`src/rtl/aitc_pkg.sv`:
```
// Package for the assist idle-timeout controller.
// Holds the beat types, register map constants and state types shared by all files but the checker.
// No dependencies.
`timescale 1ns / 1ps

package aitc_pkg;

   // Configuration register map (byte address bit 2 selects the register).
   localparam int unsigned CsrAddrWidth = 3;
   localparam logic [0:0] RegIdleTimeout  = 1'b0;
   localparam logic [0:0] RegStepInterval = 1'b1;

   // Register reset values.
   localparam logic [31:0] IdleTimeoutReset  = 32'd600000;
   localparam logic [15:0] StepIntervalReset = 16'd200;

   // Request kinds.
   localparam logic ReqPoll  = 1'b0;
   localparam logic ReqForce = 1'b1;

   // One input beat.
   typedef struct packed {
      logic        req_type;
      logic [31:0] now_ms;
      logic [15:0] wheel_pulses;
      logic        brake_front;
      logic        brake_rear;
      logic [7:0]  assist_setting;
      logic        link_connected;
      logic        timeout_enabled;
   } req_item_type;

   // One result beat.
   typedef struct packed {
      logic send_decrement;
      logic firing_now;
      logic latched_now;
      logic forcing_now;
   } rsp_item_type;

   // Configuration registers as seen by the datapath.
   typedef struct packed {
      logic [31:0] idle_timeout_ms;
      logic [15:0] step_interval_ms;
   } cfg_type;

   // Controller state carried from one beat to the next.
   typedef struct packed {
      logic [31:0] last_activity_time;
      logic [31:0] last_step_time;
      logic [7:0]  seen_assist;
      logic        firing_flag;
      logic        latched_flag;
      logic        forcing_flag;
   } state_type;

endpackage

```
`src/rtl/aitc_if.sv`:
```
// Valid/ready channel interfaces for the request and result streams.
// Depends on aitc_pkg for the beat types.
`timescale 1ns / 1ps

interface aitc_req_if;
   logic                  valid;
   logic                  ready;
   aitc_pkg::req_item_type item;

   modport source (output valid, output item, input ready);
   modport sink   (input valid, input item, output ready);
endinterface

interface aitc_rsp_if;
   logic                  valid;
   logic                  ready;
   aitc_pkg::rsp_item_type item;

   modport source (output valid, output item, input ready);
   modport sink   (input valid, input item, output ready);
endinterface

```
`src/rtl/aitc_csr.sv`:
```
// APB-style configuration registers: idle timeout and step interval.
// Depends on aitc_pkg for the register map and reset values.
`timescale 1ns / 1ps

module aitc_csr (
   input  logic                              clock,
   input  logic                              reset,
   input  logic                              csr_psel,
   input  logic                              csr_penable,
   input  logic                              csr_pwrite,
   input  logic [aitc_pkg::CsrAddrWidth-1:0] csr_paddr,
   input  logic [31:0]                       csr_pwdata,
   output logic [31:0]                       csr_prdata,
   output logic                              csr_pready,
   output aitc_pkg::cfg_type                 cfg
);

   logic [31:0] idle_timeout_ff;
   logic [31:0] idle_timeout_in;
   logic [15:0] step_interval_ff;
   logic [15:0] step_interval_in;
   logic        wr_strobe;
   logic [0:0]  reg_sel;

   assign csr_pready = 1'b1;
   assign reg_sel    = csr_paddr[2:2];
   assign wr_strobe  = csr_psel && csr_penable && csr_pwrite && csr_pready;

   // Next register values on a write access.
   always_comb begin
      idle_timeout_in  = idle_timeout_ff;
      step_interval_in = step_interval_ff;
      if (wr_strobe) begin
         case (reg_sel)
            aitc_pkg::RegIdleTimeout:  idle_timeout_in  = csr_pwdata;
            aitc_pkg::RegStepInterval: step_interval_in = csr_pwdata[15:0];
            default: ;
         endcase
      end
   end

   always_ff @(posedge clock) begin
      if (reset) begin
         idle_timeout_ff  <= aitc_pkg::IdleTimeoutReset;
         step_interval_ff <= aitc_pkg::StepIntervalReset;
      end else begin
         idle_timeout_ff  <= idle_timeout_in;
         step_interval_ff <= step_interval_in;
      end
   end

   // Read back.
   always_comb begin
      case (reg_sel)
         aitc_pkg::RegIdleTimeout:  csr_prdata = idle_timeout_ff;
         aitc_pkg::RegStepInterval: csr_prdata = {16'd0, step_interval_ff};
         default:                   csr_prdata = 32'd0;
      endcase
   end

   assign cfg.idle_timeout_ms  = idle_timeout_ff;
   assign cfg.step_interval_ms = step_interval_ff;

endmodule

```
`src/rtl/aitc_step.sv`:
```
// Combinational step logic: next controller state and the result for one beat.
// Depends on aitc_pkg for the beat, state and configuration types.
`timescale 1ns / 1ps

module aitc_step (
   input  aitc_pkg::state_type    state_cur,
   input  aitc_pkg::req_item_type item,
   input  aitc_pkg::cfg_type      cfg,
   output aitc_pkg::state_type    state_nxt,
   output aitc_pkg::rsp_item_type result
);

   logic [31:0] step_elapsed;
   logic [31:0] idle_elapsed;
   logic        step_due;
   logic        idle_due;
   logic        moving;
   logic        braking;
   logic        rise;
   logic        assist_zero;
   logic        pulse;

   // Elapsed times wrap modulo 2^32.
   assign step_elapsed = item.now_ms - state_cur.last_step_time;
   assign idle_elapsed = item.now_ms - state_cur.last_activity_time;
   assign step_due     = item.link_connected && (step_elapsed >= {16'd0, cfg.step_interval_ms});
   assign idle_due     = idle_elapsed >= cfg.idle_timeout_ms;
   assign moving       = item.wheel_pulses != 16'd0;
   assign braking      = item.brake_front || item.brake_rear;
   assign rise         = item.assist_setting > state_cur.seen_assist;
   assign assist_zero  = item.assist_setting == 8'd0;

   // Decision tree, highest priority first: force request, forced drop, disabled,
   // activity, latched, firing, and finally the idle-timeout start check.
   always_comb begin
      state_nxt = state_cur;
      pulse     = 1'b0;
      if (item.req_type == aitc_pkg::ReqForce) begin
         state_nxt.forcing_flag   = 1'b1;
         state_nxt.last_step_time = 32'd0;
      end else if (state_cur.forcing_flag) begin
         if (assist_zero) begin
            state_nxt.forcing_flag = 1'b0;
         end else if (step_due) begin
            state_nxt.last_step_time = item.now_ms;
            pulse                    = 1'b1;
         end
      end else if (!item.timeout_enabled) begin
         state_nxt.last_activity_time = item.now_ms;
         state_nxt.firing_flag        = 1'b0;
         state_nxt.latched_flag       = 1'b0;
      end else begin
         state_nxt.seen_assist = item.assist_setting;
         if (moving || braking || rise) begin
            state_nxt.last_activity_time = item.now_ms;
            state_nxt.firing_flag        = 1'b0;
            state_nxt.latched_flag       = 1'b0;
         end else if (state_cur.latched_flag) begin
            // Already at zero; wait for activity.
         end else if (state_cur.firing_flag) begin
            if (assist_zero) begin
               state_nxt.firing_flag  = 1'b0;
               state_nxt.latched_flag = 1'b1;
            end else if (step_due) begin
               state_nxt.last_step_time = item.now_ms;
               pulse                    = 1'b1;
            end
         end else if (idle_due && !assist_zero && item.link_connected) begin
            state_nxt.firing_flag    = 1'b1;
            state_nxt.last_step_time = 32'd0;
         end
      end
   end

   assign result.send_decrement = pulse;
   assign result.firing_now     = state_nxt.firing_flag;
   assign result.latched_now    = state_nxt.latched_flag;
   assign result.forcing_now    = state_nxt.forcing_flag;

endmodule

```
`src/rtl/assist_idle_timeout_controller.sv`:
```
// Top level of the assist idle-timeout controller.
// Depends on aitc_pkg, aitc_if, aitc_csr and aitc_step.
`timescale 1ns / 1ps

// The controller takes one request beat per clock cycle unless stalled and returns
// exactly one result beat for each, in order. A beat is held in the input register and
// is evaluated against the controller state as it moves into the result register, from
// which it is presented; the state is updated in the same cycle, so the following beat
// is evaluated against the updated state. The request side keeps accepting while a
// result waits, stalling only when both the input and result registers are full and the
// result is not taken in that cycle. The idle timeout and the pacing interval are to be
// written through the configuration port only while the stream is idle; the user must
// keep to this, as the block itself does not enforce it. There is no clearing pass
// after reset.
module assist_idle_timeout_controller (
   input  logic                              clock,
   input  logic                              reset,
   aitc_req_if.sink                          req_bus,
   aitc_rsp_if.source                        rsp_bus,
   input  logic                              csr_psel,
   input  logic                              csr_penable,
   input  logic                              csr_pwrite,
   input  logic [aitc_pkg::CsrAddrWidth-1:0] csr_paddr,
   input  logic [31:0]                       csr_pwdata,
   output logic [31:0]                       csr_prdata,
   output logic                              csr_pready
);

   aitc_pkg::cfg_type      cfg;
   aitc_pkg::state_type    state_ff;
   aitc_pkg::state_type    state_in;
   aitc_pkg::req_item_type in_item_ff;
   aitc_pkg::rsp_item_type out_item_ff;
   aitc_pkg::rsp_item_type step_result;
   logic                   in_valid_ff;
   logic                   in_valid_in;
   logic                   out_valid_ff;
   logic                   out_valid_in;
   logic                   advance;
   logic                   req_take;

   aitc_csr u_csr (
      .clock       (clock),
      .reset       (reset),
      .csr_psel    (csr_psel),
      .csr_penable (csr_penable),
      .csr_pwrite  (csr_pwrite),
      .csr_paddr   (csr_paddr),
      .csr_pwdata  (csr_pwdata),
      .csr_prdata  (csr_prdata),
      .csr_pready  (csr_pready),
      .cfg         (cfg)
   );

   aitc_step u_step (
      .state_cur (state_ff),
      .item      (in_item_ff),
      .cfg       (cfg),
      .state_nxt (state_in),
      .result    (step_result)
   );

   // Handshake: the held beat moves on when the result register is free or drains.
   assign advance       = in_valid_ff && (!out_valid_ff || rsp_bus.ready);
   assign req_bus.ready = !in_valid_ff || advance;
   assign req_take      = req_bus.valid && req_bus.ready;

   always_comb begin
      in_valid_in = in_valid_ff;
      if (req_take) begin
         in_valid_in = 1'b1;
      end else if (advance) begin
         in_valid_in = 1'b0;
      end
      out_valid_in = out_valid_ff;
      if (advance) begin
         out_valid_in = 1'b1;
      end else if (rsp_bus.ready) begin
         out_valid_in = 1'b0;
      end
   end

   // Control and controller state.
   always_ff @(posedge clock) begin
      if (reset) begin
         in_valid_ff  <= 1'b0;
         out_valid_ff <= 1'b0;
         state_ff     <= '0;
      end else begin
         in_valid_ff  <= in_valid_in;
         out_valid_ff <= out_valid_in;
         if (advance) begin
            state_ff <= state_in;
         end
      end
   end

   // Payload registers.
   always_ff @(posedge clock) begin
      if (req_take) begin
         in_item_ff <= req_bus.item;
      end
      if (advance) begin
         out_item_ff <= step_result;
      end
   end

   assign rsp_bus.valid = out_valid_ff;
   assign rsp_bus.item  = out_item_ff;

endmodule

```
`src/flat_wrapper.sv`:
```
// flat-port wrapper written by rule: the top's interface ports become plain ports
module assist_idle_timeout_controller_flat 
  (clock, reset, csr_psel, csr_penable, csr_pwrite, csr_paddr, csr_pwdata, csr_prdata, csr_pready, req_bus_valid, req_bus_item, req_bus_ready, rsp_bus_valid, rsp_bus_item, rsp_bus_ready);
  aitc_req_if req_bus_i ();
  aitc_rsp_if rsp_bus_i ();
  input  logic clock;
  input  logic reset;
  input  logic csr_psel;
  input  logic csr_penable;
  input  logic csr_pwrite;
  input  logic [aitc_pkg::CsrAddrWidth-1:0] csr_paddr;
  input  logic [31:0] csr_pwdata;
  output logic [31:0] csr_prdata;
  output logic csr_pready;
  input wire logic [$bits(req_bus_i.valid)-1:0] req_bus_valid;
  input wire logic [$bits(req_bus_i.item)-1:0] req_bus_item;
  output wire logic [$bits(req_bus_i.ready)-1:0] req_bus_ready;
  output wire logic [$bits(rsp_bus_i.valid)-1:0] rsp_bus_valid;
  output wire logic [$bits(rsp_bus_i.item)-1:0] rsp_bus_item;
  input wire logic [$bits(rsp_bus_i.ready)-1:0] rsp_bus_ready;
  assign req_bus_i.valid = req_bus_valid;
  assign req_bus_i.item = req_bus_item;
  assign req_bus_ready = req_bus_i.ready;
  assign rsp_bus_valid = rsp_bus_i.valid;
  assign rsp_bus_item = rsp_bus_i.item;
  assign rsp_bus_i.ready = rsp_bus_ready;
  assist_idle_timeout_controller u_core (.clock(clock), .reset(reset), .req_bus(req_bus_i), .rsp_bus(rsp_bus_i), .csr_psel(csr_psel), .csr_penable(csr_penable), .csr_pwrite(csr_pwrite), .csr_paddr(csr_paddr), .csr_pwdata(csr_pwdata), .csr_prdata(csr_prdata), .csr_pready(csr_pready));
endmodule
```
`config.mk`:
```
export PLATFORM = sky130hd
export DESIGN_NAME = assist_idle_timeout_controller_flat
export DESIGN_NICKNAME = d
export VERILOG_FILES = /design/src/rtl/aitc_pkg.sv /design/src/rtl/aitc_if.sv /design/src/rtl/aitc_csr.sv /design/src/rtl/aitc_step.sv /design/src/rtl/assist_idle_timeout_controller.sv /design/src/flat_wrapper.sv
export SDC_FILE = /design/constraint.sdc
export NUM_CORES = 1
export LEC_CHECK = 0
export BUFFER_PORTS_ARGS = -buffer_cell sky130_fd_sc_hd__buf_4
export CELL_PAD_IN_SITES_DETAIL_PLACEMENT = 0
export CELL_PAD_IN_SITES_GLOBAL_PLACEMENT = 1
export CORE_MARGIN = 5
export CORE_UTILIZATION = 41
export CTS_CLUSTER_DIAMETER = 150
export DETAILED_ROUTE_END_ITERATION = 12
export GPL_TIMING_DRIVEN = 0
export PLACE_DENSITY = 0.81
export SYNTH_ARGS = -nofsm -noshare
export SYNTH_HDL_FRONTEND = slang
export SYNTH_SLANG_ARGS = --single-unit
```
`constraint.sdc`:
```
create_clock -name clock -period 5.2 [get_ports clock]
set_clock_uncertainty 0.1 [all_clocks]
set_input_delay 0.26 -clock clock [delete_from_list [all_inputs] [get_ports clock]]
set_output_delay 0.26 -clock clock [all_outputs]
set_load 0.01 [all_outputs]
```
# Yosys cells after proc, flatten, opt, wreduce, memory -nomap -nowiden
# Cells that the tools add are included.
# op_classes
eq_ne	3
bitwise_logic	3
magnitude_cmp	3
muxes	35
reduce_logical	26
addsub	2
# ops
cell	count
32-bit 2-to-1 mux	10
32-bit one-hot mux with 2 select lines	1
32-bit subtractor	2
40-bit 2-to-1 mux	1
32-bit by 16-bit greater-or-equal comparator with 1-bit output	1
32-bit greater-or-equal comparator	1
1-bit 2-to-1 mux	17
16-bit nonzero test	1
2-bit 2-to-1 mux	6
8-bit greater-than comparator	1
8-bit zero test	1
4-bit AND reduction	2
1-bit logical AND	7
1-bit logical OR	5
5-bit AND reduction	1
2-bit AND reduction	2
2-bit nonzero test	2
4-bit nonzero test	1
1-bit zero test	3
3-bit by 1-bit inequality test with 1-bit output (second input constant)	1
3-bit inequality test (second input constant)	1
1-bit NOT	3
3-bit nonzero test	1
2-bit inequality test (second input constant)	1
# totals
elab_cells	94
out_inout_bits	39
in_bits	103
reg_bits	190

# Logic depth before layout (Yosys ltp)
# Gate-level depths: netlist of run 1.
# logic_depth
word_depth	11
ltp_mapped	25
ltp_nobuf	24

# Cells and area by module
# From an unflattened synthesis of run 1, not the netlist that was laid out.
# unflattened
hier_cells	1575
area_unflattened_um2	14164.8
# by_module_without_submodules
module	cells_per_inst	area_each_um2	instances	seq_area_each_um2
aitc_step	937	6373.6	1	0.0
assist_idle_timeout_controller	401	5422.7	1	3493.4
aitc_csr	237	2368.5	1	960.9

# Worst setup path before layout of run 1
# Ideal clock, no wire load.
# synth_path
kind	reg-to-reg
from	reg u_core.in_item_ff[28] in the netlist's numbering
to	reg u_core.state_ff[23] in the netlist's numbering
required_time_ns	5.028
n_path_buf	1
setup_time_ns	0.072
period_less_slack_ns	4.981
path_slack_ns	0.219
t_arrival_ns	4.809
path_stages_with_launch	26
path_cell_list	edfxtp_1 > inv_1 > ha_1 > inv_1 > fa_1 > a211oi_1 > o21ai_1 > a41o_1 > a32oi_1 > o31ai_1 > nor3_1 > o21bai_1 > a21oi_1 > o21ai_1 > xor2_1 > ha_1 > a21o_1 > a211oi_1 > o21ai_0 > a21oi_1 > o31ai_1 > a31o_2 > a21oi_2 > dlygate4sd1_1 > nand2_1 > mux2i_1
# synth_via
elab_chain_cells	11
word_cells_on_any_way	17
classes_between	2 x add/sub; 2 x order compare; 8 x mux; 5 x reduce/logical
# synth_rtl
item	line_no	text
start, declared	assist_idle_timeout_controller.sv:32	aitc_pkg::req_item_type in_item_ff;
start signal, assigned	assist_idle_timeout_controller.sv:101	in_item_ff <= req_bus.item;
32-bit subtractor	aitc_step.sv:24	assign step_elapsed = item.now_ms - state_cur.last_step_time;
32-bit by 16-bit greater-or-equal comparator with 1-bit output	aitc_step.sv:26	assign step_due = item.link_connected && (step_elapsed >= {16'd0, cfg.step_interval_ms});
1-bit logical AND	aitc_step.sv:26	
32-bit 2-to-1 mux (5 in a row)	--	
40-bit 2-to-1 mux	--	
32-bit 2-to-1 mux (2 in a row)	--	
end signal, assigned	assist_idle_timeout_controller.sv:93	state_ff <= state_in;
end, declared	assist_idle_timeout_controller.sv:30	aitc_pkg::state_type state_ff;
# Parallel ways exist; a longest one is shown, timed or not. The select of a mux whose other input is x is not followed.
# A chain may end at the register's enable or synchronous reset.

# Worst setup path in the final report of run 1
# layout_path
from	reg u_core.in_item_ff[28] in the netlist's numbering
to	reg u_core.state_ff[40] in the netlist's numbering
# The elaborated chain is that of the path after synthesis.

==> impl_metrics.env, run 1 <==
export IMPL_status="finished clean"
export IMPL_leakagePower_uw=0.006275
export IMPL_synth_flop_cell="dfxtp_1"
export IMPL_dieArea_um2=32650
export IMPL_arrival_ns=5.29
export IMPL_fin_nets=1878
export IMPL_setup_viol=0
export IMPL_timing_slew_headroom_pct=39.22
export IMPL_cp_slowest_cell="edfxtp_1"
export IMPL_insertion_delay_ns=0.46
export IMPL_yosys_warnings=0
export IMPL_finalMaxSlewViolations=0
export IMPL_die_h_um=180.7
export IMPL_critPathCaptureType="register"
export IMPL_detail_route_wl_per_cell_um=16.68
export IMPL_grt_use_total_pct=20.89
export IMPL_viasPerCell=5.183
export IMPL_start_util_pct=41.63
export IMPL_grt_pass1_vias=10620
export IMPL_async_reset_ff_share_pct=0
export IMPL_stdcell_area_um2=15450
export IMPL_cts_sinks=190
export IMPL_critPathRequiredTime_ns=5.46
export IMPL_cp_max_fo=10
export IMPL_worstSetupStartpointType="register"
export IMPL_yosysSeqAreaShare_pct=37.28
export IMPL_wl_um=34220
export IMPL_maxCapViolCount=0
export IMPL_htree_levels=4
export IMPL_hpwl_um=25630
export IMPL_io_pins=142
export IMPL_fin_cells=2052
export IMPL_layout_min_cycle_time_ns=5.026
export IMPL_areaGrowthSynthToFinish_pct=29.34
export IMPL_diodes=0
export IMPL_fp_dieW_um=180.7
export IMPL_io_buffers=138
export IMPL_final_hold_viol_count=0
export IMPL_worst_slew_pin_slew_ns=0.9117
export IMPL_ir_drop_mv=0.2067
export IMPL_syn_area_um2=11950
export IMPL_cts_root_buf="clkbuf_16"
export IMPL_drt_pre_antenna_iters=5
export IMPL_cp_num_buf_inv=4
export IMPL_place_gp_congestion=0.8958
export IMPL_synth_edf_count=65
export IMPL_placed_area_um2=13470
export IMPL_fin_crit_sh_pct=96.66
export IMPL_p_per_area_nw_per_um2=252.8
export IMPL_grt_ovfl_total=0
export IMPL_final_antenna_net_count=0
export IMPL_syn_inst=1385
export IMPL_cts_made_buffers=17
export IMPL_critPathMaxStageDelay_ns=0.44
export IMPL_cts_reportedPaths_clkPinSlew_ns=0.08
export IMPL_synthesis_nets=1608
export IMPL_core_area_um2=28700
export IMPL_ys_ff_latch=190
export IMPL_drive_gt1_share_pct=15.53
export IMPL_dp_cells=1907
export IMPL_hold_path_class="input port to register"
export IMPL_remaining_drc_errors=0
export IMPL_grt_pass1_wl_um=55880
export IMPL_rsz0062_at_grt="true"
export IMPL_cts_tree="built"
export IMPL_crit_family="compound AO/OA/AOI/OAI gates"
export IMPL_num_vias=10640
export IMPL_synth_area_per_cell_um2=8.627
export IMPL_fmax_mhz=199.0
export IMPL_drtIter0Drc=584
export IMPL_antenna_found_initial=0
export IMPL_crit_type="register to register"
export IMPL_rows=62
export IMPL_grt_max_degree=62
export IMPL_clock_path_buffers=2
export IMPL_yosys_cell_types_count=74
[stage by stage]
stage	setup WS [ns]	utilization (%)	hold slack, ns	power, uW	TNS (ns)
2_1_floorplan	0.2191	-	0.2589	2200	0
3_3_place_gp	-1.189	46.91	0.3390	2434	-32.26
3_5_place_dp	-1.257	46.92	0.3393	2447	-34.19
4_1_cts	0.03190	53.22	0.02325	3899	0
5_1_grt	-0.08430	53.84	0.07680	4101	-1.515
6_report	0.1739	53.84	0.04896	3907	0
[synth_stat cells, types with 3 or more instances]
| library cell | instances | area [um2] |
|---|---|---|
| a2111oi_0 | 5 | 43.79 |
| a211o_1 | 13 | 113.9 |
| a211oi_1 | 18 | 135.1 |
| a21boi_0 | 3 | 22.52 |
| a21o_1 | 28 | 210.2 |
| a21oi_1 | 108 | 540.5 |
| a31o_2 | 3 | 26.28 |
| a31oi_1 | 8 | 50.05 |
| and2_1 | 4 | 25.02 |
| and3_1 | 9 | 56.30 |
| buf_12 | 3 | 60.06 |
| buf_2 | 8 | 40.04 |
| buf_4 | 3 | 22.52 |
| clkbuf_1 | 31 | 116.4 |
| dfxtp_1 | 125 | 2502 |
| edfxtp_1 | 65 | 1952 |
| ha_1 | 118 | 1476 |
| inv_1 | 135 | 506.7 |
| mux2i_1 | 72 | 720.7 |
| nand2_1 | 211 | 792.0 |
| nand2b_1 | 11 | 68.82 |
| nand3_1 | 21 | 105.1 |
| nand4_1 | 18 | 112.6 |
| nor2_1 | 130 | 488.0 |
| nor2b_1 | 9 | 56.30 |
| nor3_1 | 19 | 95.09 |
| nor4_1 | 9 | 56.30 |
| o2111ai_1 | 5 | 43.79 |
| o211a_1 | 3 | 30.03 |
| o211ai_1 | 14 | 105.1 |
| o21a_1 | 13 | 97.59 |
| o21ai_0 | 51 | 255.2 |
| o21ai_1 | 5 | 25.02 |
| o21bai_1 | 6 | 45.04 |
| o221ai_1 | 4 | 35.03 |
| o31ai_1 | 3 | 22.52 |
| or3_1 | 4 | 25.02 |
| xnor2_1 | 30 | 262.8 |
| xor2_1 | 16 | 140.1 |
[flip-flops by register name, summed over array words and instances (netlist names)]
signal                         flops
u_core.rsp_bus.valid               1
u_core.in_valid_ff                 1
u_core.u_csr.step_interval_ff     16
u_core.in_item_ff                 61
u_core.state_ff                   75
u_core.u_csr.idle_timeout_ff      32
u_core.rsp_bus.item                4
[metal layers]
metal  vias up  GRT usage, %  part of all wire [%]
li1       5388             -                     -
met1      4980         28.65                    47
met2       235         35.20                    47
met3        32         2.795                   4.5
met4         0         4.809                   1.3
met5         -             0                     0
[worst register-to-register path: cells and delay by family, from the launching register on]
family	cells	cell delay (ns)
multiplexers	1	0.14
AO/OA/AOI/OAI	15	2.52
adder cells (fa/ha/maj)	3	0.84
buffers and inverters	4	0.52
XOR/XNOR	1	0.15
AND/OR/NAND/NOR	2	0.23
flip-flops	1	0.44
[power by group]
part	leakage [uW]	internal [uW]	switching, uW
combinational	0.00433	419	482
sequential	0.00165	1590	45.7
clock	0.000298	660	707
[timing repair]
item | 4_1_cts | 5_1_grt
hold endpoints to repair | 110 | 0
pin swaps | 9 | 17
setup endpoints to repair | 32 | 33
hold buffers | 94 | 0
gates resized for setup | 39 | 25
setup buffers | 9 | 10
[layout by cell type, fill, tap and decap left out, drive strengths merged, types with 4 or more instances in the layout]
cell type	Yosys	routed
o21a	13	13
nor4	9	9
xor2	17	17
o21ai	56	56
o221ai	4	4
ha	118	118
nor2b	9	9
dfxtp	125	125
inv	135	142
buf	14	173
nand2b	11	11
and3	9	9
nor3	20	20
o211ai	15	15
clkbuf	31	48
dlygate4sd3	0	94
a21oi	110	110
or3	4	4
nand3	21	21
edfxtp	65	65
a31o	4	4
nand4	19	19
a2111oi	6	6
mux2i	72	72
clkinv	0	8
a31oi	8	8
a211oi	19	19
o21bai	6	6
a211o	13	13
xnor2	30	30
a21o	28	28
nand2	213	213
o2111ai	5	5
nor2	130	130
and2	4	4
[logic make-up after synthesis]
| family | after synthesis | synth area share (%) |
|---|---|---|
| AND/OR/NAND/NOR | 460 | 16.85 |
| AO/OA/AOI/OAI | 311 | 16.93 |
| flip-flops | 190 | 37.28 |
| buffers and inverters | 182 | 6.388 |
| adder cells (fa/ha/maj) | 120 | 12.69 |
| multiplexers | 74 | 6.221 |
| XOR/XNOR | 47 | 3.602 |
| other | 1 | 0.03139 |
[final timing paths]
check / startpoint / end / slack, ns / depth (start not counted)
worst min register to register: u_core.u_csr.idle_timeout_ff[2] / u_core.u_csr.idle_timeout_ff[2] / 0.36 / 2
worst max-delay path: u_core.in_item_ff[28] / u_core.state_ff[40] / 0.17 / 26
worst min-delay path: rsp_bus_ready / u_core.rsp_bus.valid / 0.05 / 4
worst max register to register: u_core.in_item_ff[28] / u_core.state_ff[40] / 0.17 / 26
[layout make-up]
class / instances / area [um2]
Inverter: 135 / 506.7
Fill cell: 2710 / 13250
Sequential cell: 190 / 4454
Clock inverter: 15 / 191.4
Tap cell: 384 / 480.5
Clock buffer: 17 / 425.4
Timing Repair Buffer: 251 / 2145
Multi-Input combinational cell: 1013 / 6945
Buffer: 47 / 305.3
Power figures use the tool's default switching activity.
==> run 2: changes to the inputs <==
--- a/config.mk
+++ b/config.mk
@@ -9,11 +9,12 @@
 export CELL_PAD_IN_SITES_DETAIL_PLACEMENT = 0
 export CELL_PAD_IN_SITES_GLOBAL_PLACEMENT = 1
 export CORE_MARGIN = 5
-export CORE_UTILIZATION = 41
+export CORE_UTILIZATION = 42
 export CTS_CLUSTER_DIAMETER = 150
 export DETAILED_ROUTE_END_ITERATION = 12
 export GPL_TIMING_DRIVEN = 0
 export PLACE_DENSITY = 0.81
 export SYNTH_ARGS = -nofsm -noshare
 export SYNTH_HDL_FRONTEND = slang
+export SYNTH_HIERARCHICAL = 1
 export SYNTH_SLANG_ARGS = --single-unit
==> run 2 against run 1 <==
Compared with the run above: non-clock buffer count rose by 35; highest routed layer unchanged; synthesized area grew 19%; first-iteration DRC count grew 4.1%; worst hold slack got worse by 0.031 ns; die area up 15%; synthesized cell count is 14% higher; maximum frequency down 0.71%; cell count increased by 13%.
==> impl_metrics.env, run 2 <==
export IMPL_status="finished clean"
export IMPL_synth_edf_count=65
export IMPL_fin_tns_setup_ns=0
export IMPL_stdcell_area_um2=17920
export IMPL_arrival_ns=5.33
export IMPL_grt_pass1_wl_um=62530
export IMPL_final_antenna_net_count=0
export IMPL_cts_made_buffers=17
export IMPL_io_buffers=136
export IMPL_yosysTopAreaCellShare_pct=17.67
export IMPL_regMostFlops="u_core/state_ff"
export IMPL_htree_levels=4
export IMPL_wl_um=39860
export IMPL_grt_use_total_pct=20.42
export IMPL_async_reset_ff_share_pct=0
export IMPL_hold_path_class="input port to register"
export IMPL_maxCapViolCount=0
export IMPL_cts_sinks=190
export IMPL_yosysSeqAreaShare_pct=31.45
export IMPL_timing_slew_headroom_pct=39.02
export IMPL_detail_route_wl_per_cell_um=17.23
export IMPL_placed_area_um2=15800
export IMPL_ys_ff_latch=190
export IMPL_place_gp_congestion=0.9174
export IMPL_crit_type="register to register"
export IMPL_areaGrowthSynthToFinish_pct=26.53
export IMPL_antenna_found_initial=2
export IMPL_cts_root_buf="clkbuf_16"
export IMPL_yosysTopAreaCell="dfxtp_1"
export IMPL_yosys_warnings=6
export IMPL_io_pins=142
export IMPL_start_util_pct=42.35
export IMPL_synth_area_per_cell_um2=8.994
export IMPL_dieArea_um2=37500
export IMPL_synth_common_cells="nand2b_1 (235), mux2i_1 (155), inv_1 (133)"
export IMPL_critPathRequiredTime_ns=5.47
export IMPL_drive_gt1_share_pct=17.88
export IMPL_worstSetupStartpointType="register"
export IMPL_critPathCaptureType="register"
export IMPL_grt_max_degree=28
export IMPL_worst_slew_pin_slew_ns=0.9098
export IMPL_synth_area_leaders="dfxtp_1 (18%), edfxtp_1 (14%), mux2i_1 (11%)"
export IMPL_syn_area_um2=14160
export IMPL_cts_reportedPaths_clkPinSlew_ns=0.07
export IMPL_p_per_area_nw_per_um2=221.8
export IMPL_fin_crit_sh_pct=97.35
export IMPL_fp_dieW_um=193.6
export IMPL_yosys_cell_types_count=70
export IMPL_final_hold_viol_count=0
export IMPL_insertion_delay_ns=0.44
export IMPL_leakagePower_uw=0.007109
export IMPL_finalMaxSlewViolations=0
export IMPL_post_route_util_pct=53.58
export IMPL_cp_max_fo=5
export IMPL_fmax_mhz=197.5
export IMPL_clock_path_buffers=2
export IMPL_critPathMaxStageDelay_ns=0.43
export IMPL_ir_drop_mv=0.2222
export IMPL_cts_tree="built"
export IMPL_grt_ovfl_total=0
export IMPL_rows=67
export IMPL_largest_register_ffs=75
export IMPL_hpwl_um=30220
export IMPL_fin_nets=2072
export IMPL_remaining_drc_errors=0
export IMPL_setup_viol=0
export IMPL_syn_inst=1575
export IMPL_rsz0062_at_grt="true"
export IMPL_yosysMostFrequentCell="nand2b_1"
export IMPL_layout_min_cycle_time_ns=5.062
export IMPL_mostFrequentLayoutCells="nand2b_1 (235), buf_4 (168), mux2i_1 (154)"
export IMPL_final_common_cell="nand2b_1"
export IMPL_num_vias=11880
export IMPL_grt_pass1_vias=11760
export IMPL_cp_common_cell="a21o_1"
export IMPL_synth_flop_cell="dfxtp_1"
export IMPL_viasPerCell=5.134
export IMPL_synthesis_nets=1798
export IMPL_hold_slack_ns=0.01779
export IMPL_largestRegisters="u_core/state_ff (75), u_core/in_item_ff (61), u_core/u_csr/idle_timeout_ff (32)"
export IMPL_drtIter0Drc=608
export IMPL_core_area_um2=33450
export IMPL_die_h_um=193.6
export IMPL_cp_slowest_cell="edfxtp_1"
export IMPL_drt_pre_antenna_iters=5
==> run 2: changes by cell type after synthesis, sizes merged, moves of 18 or more <==
cell / change
buf: +23
or2b: +20
mux2: +18
a21oi: -32
nand3b: +32
nand2: -134
nand2b: +224
o21ai: +24
nor2: -56
mux2i: +83
==> run 2: final timing paths <==
check                                                   endpoint  depth (start not counted)                   from  slack [ns]
worst max register to register               u_core/state_ff[26]                         26  u_core/in_item_ff[29]        0.14
worst min register to register               u_core/state_ff[61]                          2    u_core/state_ff[61]        0.37
worst max-delay path                         u_core/state_ff[26]                         26  u_core/in_item_ff[29]        0.14
worst min-delay path            u_core/u_csr/step_interval_ff[1]                          3          csr_pwdata[1]        0.02
==> run 2: layout make-up <==
class | instances | area [um2]
Multi-Input combinational cell | 1174 | 8976
Buffer | 76 | 556.8
Fill cell | 3079 | 15530
Tap cell | 448 | 560.5
Antenna cell | 4 | 10.01
Timing Repair Buffer | 257 | 2291
Sequential cell | 190 | 4454
Clock inverter | 13 | 141.4
Clock buffer | 19 | 432.9
Inverter | 133 | 499.2
==> run 2: report_power, final <==
| part | total, uW | internal [uW] | switching [uW] |
|---|---|---|---|
| Combinational | 1010 | 493 | 518 |
| Sequential | 1640 | 1590 | 50.9 |
| Clock | 1320 | 712 | 612 |
| Total | 3980 | 2790 | 1180 |
==> run 2: timing repair <==
action | in CTS | in global routing
hold endpoints to repair | 92 | 0
resized for setup | 24 | 52
endpoints found under the setup margin | 35 | 34
pin swaps | 6 | 32
cloned | 0 | 5
hold buffers | 85 | 0
setup buffers | 12 | 17
==> run 2: cell families (layout without fill, tap and decap cells) <==
kind of cell               count (synthesis)  in the layout  synth area share (%)
AOI/OAI and AO/OA                        275            275                 12.52
muxes                                    175            175                 12.54
buffers and inverters                    211            498                 7.349
and+or+nand+nor                          549            549                 22.07
adders and majority gates                120            120                 10.71
other                                      1              5               0.02647
DFF                                      190            190                 31.45
xor gates and xnor gates                  54             54                 3.339
==> run 2: critical path, delay by kind of cell (launching register included) <==
kind | cells | cell delay, ns
multiplexers | 2 | 0.29
flip-flops | 1 | 0.43
buffers and inverters | 2 | 0.29
XOR/XNOR | 1 | 0.15
AND/OR/NAND/NOR | 4 | 0.39
AO/OA/AOI/OAI | 15 | 2.77
adder cells (fa/ha/maj) | 2 | 0.56
==> run 2: metal layers <==
metal | wire [um] | share of wire (%) | track usage, % | vias to the layer above
li1 | - | - | - | 5988
met1 | 18570 | 47 | 28.42 | 5566
met2 | 18600 | 47 | 33.39 | 286
met3 | 1898 | 4.8 | 3.041 | 41
met4 | 796 | 2.0 | 5.324 | 0
met5 | 0 | 0 | 0 | -
==> run 2: through the flow <==
step	instances	setup WS, ns	power (uW)
2_1_floorplan	1575	0.2433	2262
3_3_place_gp	2159	-1.549	2512
3_5_place_dp	2161	-1.613	2530
4_1_cts	2289	0.003413	3947
5_1_grt	2312	-0.1314	4175
6_report	2314	0.1377	3975
